<file path="src/rtl/pst_pkg.sv">
// pst_pkg: shared types and constants for the prim spanning tree core
// used by pst_scan_unit and prim_spanning_tree_core; no dependencies
`default_nettype none

package pst_pkg;

  localparam int VERT_W      = 5;
  localparam int WEIGHT_W    = 16;
  localparam int ENTRY_W     = WEIGHT_W + 1;
  localparam int COUNT_W     = 6;
  localparam int MAX_RESULTS = 32;

  // candidates at or above this weight are never attached
  localparam logic signed [WEIGHT_W-1:0] WEIGHT_LIMIT = 16'sd10000;

  typedef enum logic [2:0] {
    ST_CLEAR,
    ST_IDLE,
    ST_SETTLE,
    ST_ROOT,
    ST_SCAN,
    ST_DRAIN,
    ST_PICK,
    ST_FINISH
  } pst_state_t;

  // sequencer to scan unit
  typedef struct packed {
    logic              init;
    logic [VERT_W-1:0] root;
    logic              begin_min;
    logic              step;
    logic [VERT_W-1:0] step_v;
    logic [VERT_W-1:0] src_u;
    logic              mark;
    logic [VERT_W-1:0] mark_v;
  } pst_scan_ctl_t;

  // scan unit to sequencer: cheapest attachment found in the last pass
  typedef struct packed {
    logic                       found;
    logic [VERT_W-1:0]          v;
    logic [VERT_W-1:0]          parent;
    logic signed [WEIGHT_W-1:0] w;
  } pst_pick_t;

endpackage

`default_nettype wire

</file>
<file path="src/rtl/pst_scan_unit.sv">
// pst_scan_unit: shared relax and compare unit with per-vertex tree state
// depends on pst_pkg; driven one vertex per cycle by the sequencer during each scan pass
`default_nettype none

module pst_scan_unit
  import pst_pkg::*;
#(
  parameter int VLIM  = 32,
  parameter int VBITS = 5
) (
  input  wire logic                       clk,
  input  wire logic                       rst_n,
  input  wire pst_scan_ctl_t              ctl,
  input  wire logic                       ent_vld,
  input  wire logic signed [WEIGHT_W-1:0] ent_w,
  output pst_pick_t                       pick
);

  logic [VLIM-1:0]            in_tree_r;
  logic [VLIM-1:0]            known_r;
  logic signed [WEIGHT_W-1:0] best_w_r [VLIM];
  logic [VBITS-1:0]           best_p_r [VLIM];

  logic                       min_found_r;
  logic [VBITS-1:0]           min_v_r;
  logic [VBITS-1:0]           min_p_r;
  logic signed [WEIGHT_W-1:0] min_w_r;

  logic [VBITS-1:0]           vd;
  logic [VBITS-1:0]           src;
  logic [VBITS-1:0]           root;
  logic [VBITS-1:0]           mark_idx;
  logic                       tree;
  logic                       known;
  logic signed [WEIGHT_W-1:0] bw;
  logic [VBITS-1:0]           bp;
  logic                       upd;
  logic signed [WEIGHT_W-1:0] nw;
  logic [VBITS-1:0]           np;
  logic                       nk;
  logic signed [WEIGHT_W-1:0] lim;
  logic                       cand;

  assign vd       = ctl.step_v[VBITS-1:0];
  assign src      = ctl.src_u[VBITS-1:0];
  assign root     = ctl.root[VBITS-1:0];
  assign mark_idx = ctl.mark_v[VBITS-1:0];

  // relax the edge from the current source into vertex vd
  always_comb begin
    tree = in_tree_r[vd];
    known = known_r[vd];
    bw = best_w_r[vd];
    bp = best_p_r[vd];
    upd = !tree && ent_vld && (!known || (ent_w < bw));
    nw = upd ? ent_w : bw;
    np = upd ? src : bp;
    nk = known || upd;
  end

  // running minimum, strict compare keeps the lowest vertex on ties
  always_comb begin
    lim = min_found_r ? min_w_r : WEIGHT_LIMIT;
    cand = !tree && nk && (nw < lim);
  end

  // tree membership and known flags
  always_ff @(posedge clk) begin
    if (!rst_n) begin
      in_tree_r <= '0;
      known_r <= '0;
    end else if (ctl.init) begin
      for (int i = 0; i < VLIM; i++) begin
        in_tree_r[i] <= (VBITS'(i) == root);
      end
      known_r <= '0;
    end else begin
      if (ctl.step && upd) begin
        known_r[vd] <= 1'b1;
      end
      if (ctl.mark) begin
        in_tree_r[mark_idx] <= 1'b1;
      end
    end
  end

  // best attachment per vertex
  always_ff @(posedge clk) begin
    if (ctl.step && upd) begin
      best_w_r[vd] <= ent_w;
      best_p_r[vd] <= src;
    end
  end

  // minimum over the pass
  always_ff @(posedge clk) begin
    if (!rst_n) begin
      min_found_r <= 1'b0;
    end else if (ctl.begin_min) begin
      min_found_r <= 1'b0;
    end else if (ctl.step && cand) begin
      min_found_r <= 1'b1;
    end
  end

  always_ff @(posedge clk) begin
    if (ctl.step && cand) begin
      min_v_r <= vd;
      min_p_r <= np;
      min_w_r <= nw;
    end
  end

  assign pick.found  = min_found_r;
  assign pick.v      = VERT_W'(min_v_r);
  assign pick.parent = VERT_W'(min_p_r);
  assign pick.w      = min_w_r;

endmodule

`default_nettype wire

</file>
<file path="config.mk">
export PLATFORM = sky130hd
export DESIGN_NAME = pst_scan_unit
export DESIGN_NICKNAME = d
export VERILOG_FILES = /design/src/rtl/pst_pkg.sv /design/src/rtl/pst_scan_unit.sv
export SDC_FILE = /design/constraint.sdc
export NUM_CORES = 1
export LEC_CHECK = 0
export BUFFER_PORTS_ARGS = -buffer_cell sky130_fd_sc_hd__buf_2
export CELL_PAD_IN_SITES_DETAIL_PLACEMENT = 0
export CELL_PAD_IN_SITES_GLOBAL_PLACEMENT = 1
export CORE_ASPECT_RATIO = 0.7
export CORE_UTILIZATION = 29
export CTS_CLUSTER_DIAMETER = 60
export CTS_CLUSTER_SIZE = 10
export DETAILED_ROUTE_END_ITERATION = 10
export PLACE_DENSITY_LB_ADDON = 0.05
export SLEW_MARGIN = 40
export SYNTH_ARGS = -nofsm -noshare
export SYNTH_HDL_FRONTEND = slang
export SYNTH_SLANG_ARGS = --single-unit
</file>
<file path="constraint.sdc">
create_clock -name clk -period 31 [get_ports clk]
set_input_delay 6.2 -clock clk [delete_from_list [all_inputs] [get_ports clk]]
set_output_delay 6.2 -clock clk [all_outputs]
set_load 0.01 [all_outputs]
</file>
==> qor.txt, run 1 <==
Commonest cells after routing, fill and taps aside = edfxtp_1 (698), mux4_2 (170), clkbuf_16 (88)
All-layer global routing usage = 18.9%
Ys Warns = 0
CTS H-tree lvls = 3
Hold endpoint = known_r[17]
R2r setup slk = 23.95 ns
Worst Hold Class = reg -> reg
Final Hold Vio Count = 0
Syn Nets = 1635
Post-synthesis cell area = 30200 um^2
Largest net degree at the start of global routing = 70
Fillers = 9654
Reg-to-Reg Start = best_w_r[10][10]
1st-iter DRT viols = 1407
Area grow syn2layout = 16.4%
Setup violators final = 0
Mean Syn Cell Area = 19.3 um^2
Synth unique cells = 53
R2R depth = 23
Post-CTS setup buffers = 0
DR pass1 iterations = 5
Clock root buffer = clkbuf_16
Total Wirelength = 98.7 mm
RSZ-0062 raised after global routing = false
Worst slew pin tran = 0.878 ns
Clock latency on the worst-skew pair = 0.67 ns
Post-DP HPWL = 57.6 mm
Core footprint = 103000 um^2
Vias in the first global route = 16600
Synth top area cells = edfxtp_1 (69%), mux4_2 (13%), dfxtp_1 (4.3%)
Initial antenna violation count = 8
Cells after Synth = 1562
FFs w/ async S/R, synth = 0%
Number of remaining DRC errors = 0
Yosys top cell area share = 69.4%
Power Density = 63.0 nW/um^2
CTS Buf Count = 86
Grt total ovfl = 0
Fin crit share = 44.4%
Reg2Reg Capture Point = min_p_r[4]
WP data required = 31.32 ns
Register area share after synthesis = 73.7%
Routed vias = 16000
Crit-path slowest cell = buf_4
Tmin final = 13.76 ns
Antenna Nets Post-Route = 0
Die H = 272 um
Hold_sp = known_r[17]
Critical path launch point type = input pin
# clock sinks = 763
Starting Density = 29.4%
Hold Crit Depth = 1
Register clock-pin slew on the reported worst setup and hold paths = 0.06 ns
CTS resizes = 0
IO Port Bufs = 69
Fin nets = 1766
Outcome = finished clean
Critical Path AT = 14.08 ns
Setup TNS = 0 ns
Primary FF master, synth = edfxtp_1
Fmax = 0.0727 GHz
CTS tree = done
Crit end category = register
Worst-path maximum fanout = 66
Layout cells sized above 1 = 26.3%
Worst IR Drop VDD = 36.4 uV
Worst rel slew slack = 40.9%
Placed cells = 2955
DR WL/cell = 32.0 um
Synth area leader = edfxtp_1
Non-Filler Instances = 3081
Setup CP Type = in -> reg
CP Launch Point = ctl[12]
IO Count = 70
CTS Buffer Depth = 3
FF+latch count, synth = 763
Fin Clk Skew = 0.0275 ns
Max_cap viols = 0
CP Buf/Inv Count = 4
Cts hold-fix bufs = 0
First-pass GRT wire length = 137 mm
Crit path largest cell delay = 0.70 ns
Gp weighted congestion = 0.751
Row Count = 98
Die area = 105000 um^2
P_leak = 11.3 nW
Most common cell after layout, fill and taps aside = edfxtp_1
Die W = 388 um
Max Transition Viols Final = 0
Post-synth EDFFs = 698
Largest delay share family, worst path = compound AO/OA/AOI/OAI gates
Drt via density = 5.18
[metrics by stage]
step | total power [W] | hold slack (ns) | utilization (%) | instance area [um^2] | setup slack, ns
floorplan | 0.00124 | 0.435 | - | 30200 | 16.84
global placement | 0.00131 | 0.445 | 31.8 | 32600 | 16.07
detailed placement | 0.00131 | 0.452 | 31.9 | 32700 | 16.49
CTS | 0.00224 | 0.466 | 34.2 | 35100 | 17.20
global route | 0.00229 | 0.476 | 34.3 | 35200 | 16.74
finish | 0.00221 | 0.461 | 34.3 | 35200 | 17.24
[logic make-up (layout without fill, tap and decap cells)]
| kind of cell | count (synthesis) | in the layout | share of synthesized area (%) |
|---|---|---|---|
| mux | 213 | 213 | 14.1 |
| other cells | 0 | 2 | 0 |
| buf+inv | 115 | 282 | 1.55 |
| compound gates | 224 | 224 | 5.78 |
| fa+ha+maj | 30 | 30 | 1.24 |
| simple gates | 217 | 217 | 3.62 |
| flops | 763 | 763 | 73.7 |
[area by class of cell]
class	count	area (um^2)	share of cell area [%]
Sequential cell	763	22300	63.3
Multi-Input combinational cell	684	7840	22.3
Clock buffer	120	2340	6.66
Tap cell	1350	1690	4.80
Timing Repair Buffer	136	888	2.53
Inverter	22	82.6	0.235
Clock inverter	4	48.8	0.139
Antenna cell	2	5.00	0.0142
[state kept, by name, summed over array words and instances (netlist names)]
signal and flops:
best_w_r 512, best_p_r 160, in_tree_r 32, known_r 32
min_w_r 16, min_p_r 5, min_v_r 5, min_found_r 1
[synthesized netlist by cell type, types with 11 or more instances]
library cell / number
edfxtp_1: 698
mux4_2: 170
nor2_1: 75
a22o_1: 70
dfxtp_1: 65
clkbuf_1: 55
mux2i_1: 43
nor3_1: 43
o21a_1: 32
ha_1: 30
a21oi_1: 24
a211oi_1: 22
inv_1: 22
nand2_1: 22
nor4_1: 20
buf_1: 18
buf_2: 14
o22ai_1: 12
a221oi_1: 11
a31oi_1: 11
o32a_1: 11
[worst max-delay path by stage]
stage               depth (start not counted)          to
finish                                     26  min_p_r[4]
global route                               26  min_p_r[2]
CTS                                        26  min_p_r[0]
detailed placement                         26  min_p_r[1]
global placement                           24  min_p_r[0]
floorplan                                  28  min_p_r[0]
[report_power, final]
| group | internal (W) | switching, W |
|---|---|---|
| Combinational | 0.0000519 | 0.000100 |
| Sequential | 0.00113 | 0.00000382 |
| Clock | 0.000519 | 0.000404 |
[worst reg2reg max path, stage by stage, from the launching register on]
cell	delay [ns]
edfxtp_1	0.37
mux4_2	0.46
a22o_1	0.28
nor4_1	0.61
ha_1	0.38
a21oi_1	0.16
a21oi_1	0.09
a211oi_1	0.22
o211ai_1	0.14
a2111o_1	0.42
a21oi_2	0.23
nor3_1	0.10
nor2_4	0.54
mux2i_1	0.41
ha_1	0.30
a21o_1	0.16
a21o_1	0.17
a21oi_1	0.15
o21ai_0	0.11
nand3b_1	0.21
nor2_1	0.12
o21ai_0	0.17
a31oi_4	0.44
buf_4	0.43
[per-layer routing]
layer,vias up,routed length (um),track usage (%)
met5,-,0,0
met4,0,1430,3.68
met3,104,5600,3.82
met2,384,42500,27.4
met1,8706,49100,29.0
li1,6771,-,-
No activity file was read; power rests on OpenSTA's default activity.
==> run 2, diff against run 1 <==
ABC_AREA = 1   (was unset)
clock period = 12.4 ns   (was 31 ns; I/O delays follow)
==> run 2 against run 1 <==
Effect of this change:
- the run now ends with design-rule violations left
- die area shrank 2.4%
- first-iteration DRC count grew 16%
- worst setup slack worse by 14 ns
- core utilization is 0.065 points lower
- sequential power up 150%
- synthesized area fell by 2.5%
- worst hold slack gained 0.0010 ns
- clock-buffer cell count is 9 lower
- critical endpoint is now min_v_r[2]
- largest power group unchanged
==> qor.txt, run 2 <==
Hold endpoint = known_r[22]
Antenna Nets Post-Route = 0
Min Hold Slack = 0.462 ns
Post-CTS setup buffers = 0
Crit-path slowest cell = nor4_1
Initial antenna violation count = 7
CTS H-tree lvls = 3
Cts hold-fix bufs = 0
Core footprint = 100000 um^2
Most frequent cell after synthesis = edfxtp_1
Worst rel slew slack = 41.7%
Worst-path maximum fanout = 30
CTS resizes = 0
Syn Nets = 2091
1st-iter DRT viols = 1634
Fillers = 9686
Synth unique cells = 43
Post-synthesis cell area = 29500 um^2
Crit path largest cell delay = 0.68 ns
Setup TNS = 0 ns
Ys Warns = 0
Most instantiated cells after synthesis = edfxtp_1 (698), a22oi_1 (350), nand2_1 (181)
Layout cells sized above 1 = 14.8%
Area grow syn2layout = 16.5%
Critical Path AT = 9.88 ns
CTS Buf Count = 87
Register area share after synthesis = 75.6%
RSZ-0062 raised after global routing = false
# clock sinks = 763
Hold Crit Depth = 1
Worst Hold Class = reg -> reg
R2R depth = 26
Row Count = 97
Routed vias = 18300
Synth area leader = edfxtp_1
Drt via density = 5.24
CTS tree = done
Grt total ovfl = 0
Critical path launch point type = input pin
Setup CP Type = in -> reg
Primary FF master, synth = edfxtp_1
Fin Clk Skew = 0.0269 ns
Post-DP HPWL = 62.1 mm
WP data required = 12.70 ns
Commonest cells after routing, fill and taps aside = edfxtp_1 (698), a22oi_1 (350), nand2_1 (181)
First-pass GRT wire length = 147 mm
Outcome = finished with violations
IO Count = 70
Register clock-pin slew on the reported worst setup and hold paths = 0.06 ns
All-layer global routing usage = 20.6%
Worst IR Drop VDD = 86.8 uV
Most common cell after layout, fill and taps aside = edfxtp_1
Reg-to-Reg Start = best_w_r[12][10]
Die W = 383 um
Clock latency on the worst-skew pair = 0.67 ns
Fmax = 0.104 GHz
R2r setup slk = 5.73 ns
Post-synth EDFFs = 698
Reg2Reg Capture Point = min_v_r[2]
Clock root buffer = clkbuf_16
Failing checks = design-rule violations
CTS Buffer Depth = 3
Largest regs = best_w_r: 512 flops, best_p_r: 160 flops
Starting Density = 29.4%
Final Hold Vio Count = 0
P_leak = 11.2 nW
Fin area = 34300 um^2
Setup violators final = 0
Final core occ = 34.2%
Fin crit share = 77.2%
Total Wirelength = 106 mm
Largest net degree at the start of global routing = 97
IO Port Bufs = 69
Fin nets = 2207
Biggest register = best_w_r
Power Density = 160 nW/um^2
Cells after Synth = 2018
Yosys top cell area share = 71.1%
Most frequent CP cell = nand2_1
Crit end category = register
Die area = 103000 um^2
FFs w/ async S/R, synth = 0%
Max Transition Viols Final = 0
Tmin final = 9.58 ns
Gp weighted congestion = 0.760
Synth top area cells = edfxtp_1 (71%), a22oi_1 (8.9%), dfxtp_1 (4.4%)
Die H = 269 um
Mean Syn Cell Area = 14.6 um^2
Max_cap viols = 0
Max reg flops = 512
Number of remaining DRC errors = 10
Hold_sp = known_r[22]
DR pass1 iterations = 9
DR WL/cell = 30.2 um
Worst slew pin tran = 0.867 ns
Placed Area = 31900 um^2
FF+latch count, synth = 763
CP Launch Point = ctl[11]
Vias in the first global route = 18200
run 2: cell count changes after synthesis, moves of 17 or more:
cell and delta:
a22o_1 -69, mux2i_1 -43, a21oi_1 +152, clkbuf_1 +19
nor3_1 -36, inv_1 +49, a22oi_1 +346, or2_2 +17
o21ai_0 +91, a211oi_1 -19, mux4_2 -170, nand2_1 +159
run 2: layout make-up:
cell class	instances	area (um^2)	share of cell area [%]
clock inverters	6	56.3	0.164
multi-input cells	1058	6700	19.5
well taps	1336	1670	4.87
clock buffers	111	2340	6.82
diodes	2	5.00	0.0146
repair buffers	139	961	2.80
flip-flops and latches	763	22300	64.9
inverters	85	324	0.944
run 2: cell families (layout without fill, tap and decap cells):
kind of cell             count (synthesis)  after routing  share of synthesized area (%)
AO/OA/AOI/OAI                          690            690                           15.3
adder cells (fa/ha/maj)                 30             30                           1.27
buffers and inverters                  197            341                           2.73
flip-flops                             763            763                           75.6
other                                    0              2                              0
AND/OR/NAND/NOR                        338            338                           5.14
run 2: worst max-delay path, delay by kind of cell:
kind                     cells  cell delay [ns]
AO/OA/AOI/OAI                7             1.82
buffers and inverters        8             2.49
adder cells (fa/ha/maj)      2             0.68
AND/OR/NAND/NOR             14             2.28
run 2: report_power, final:
| part | internal, W | total [W] | leakage [nW] | switching, W |
|---|---|---|---|---|
| combinational | 0.0000882 | 0.000346 | 3.22 | 0.000258 |
| sequential | 0.00283 | 0.00284 | 6.81 | 0.00000992 |
| clock | 0.00130 | 0.00231 | 1.17 | 0.00100 |
run 2: metal layers:
layer / vias up / share of wire (%) / track usage, %
met5: - / 0.0066 / 0
met4: 2 / 1.9 / 4.42
met3: 127 / 6.5 / 4.88
met2: 596 / 43 / 30.8
met1: 9511 / 48 / 30.2
li1: 8091 / - / -
run 2: how the worst max path moves through the flow:
stage	to	cells after the start	slack (ns)
2_1_floorplan	min_p_r[0]	31	4.62
6_report	min_v_r[2]	31	2.82
5_1_grt	min_v_r[2]	31	2.21
4_1_cts	min_v_r[2]	30	3.11
3_5_place_dp	min_v_r[2]	30	2.47
3_3_place_gp	min_v_r[4]	31	1.40
run 2: metrics by stage:
stage,cells,setup WS (ns),total power [W]
finish,3500,2.82,0.00550
global route,3498,2.21,0.00568
detailed placement,3381,2.47,0.00325
CTS,3498,3.11,0.00556
global placement,3376,1.40,0.00324
floorplan,2018,4.62,0.00307
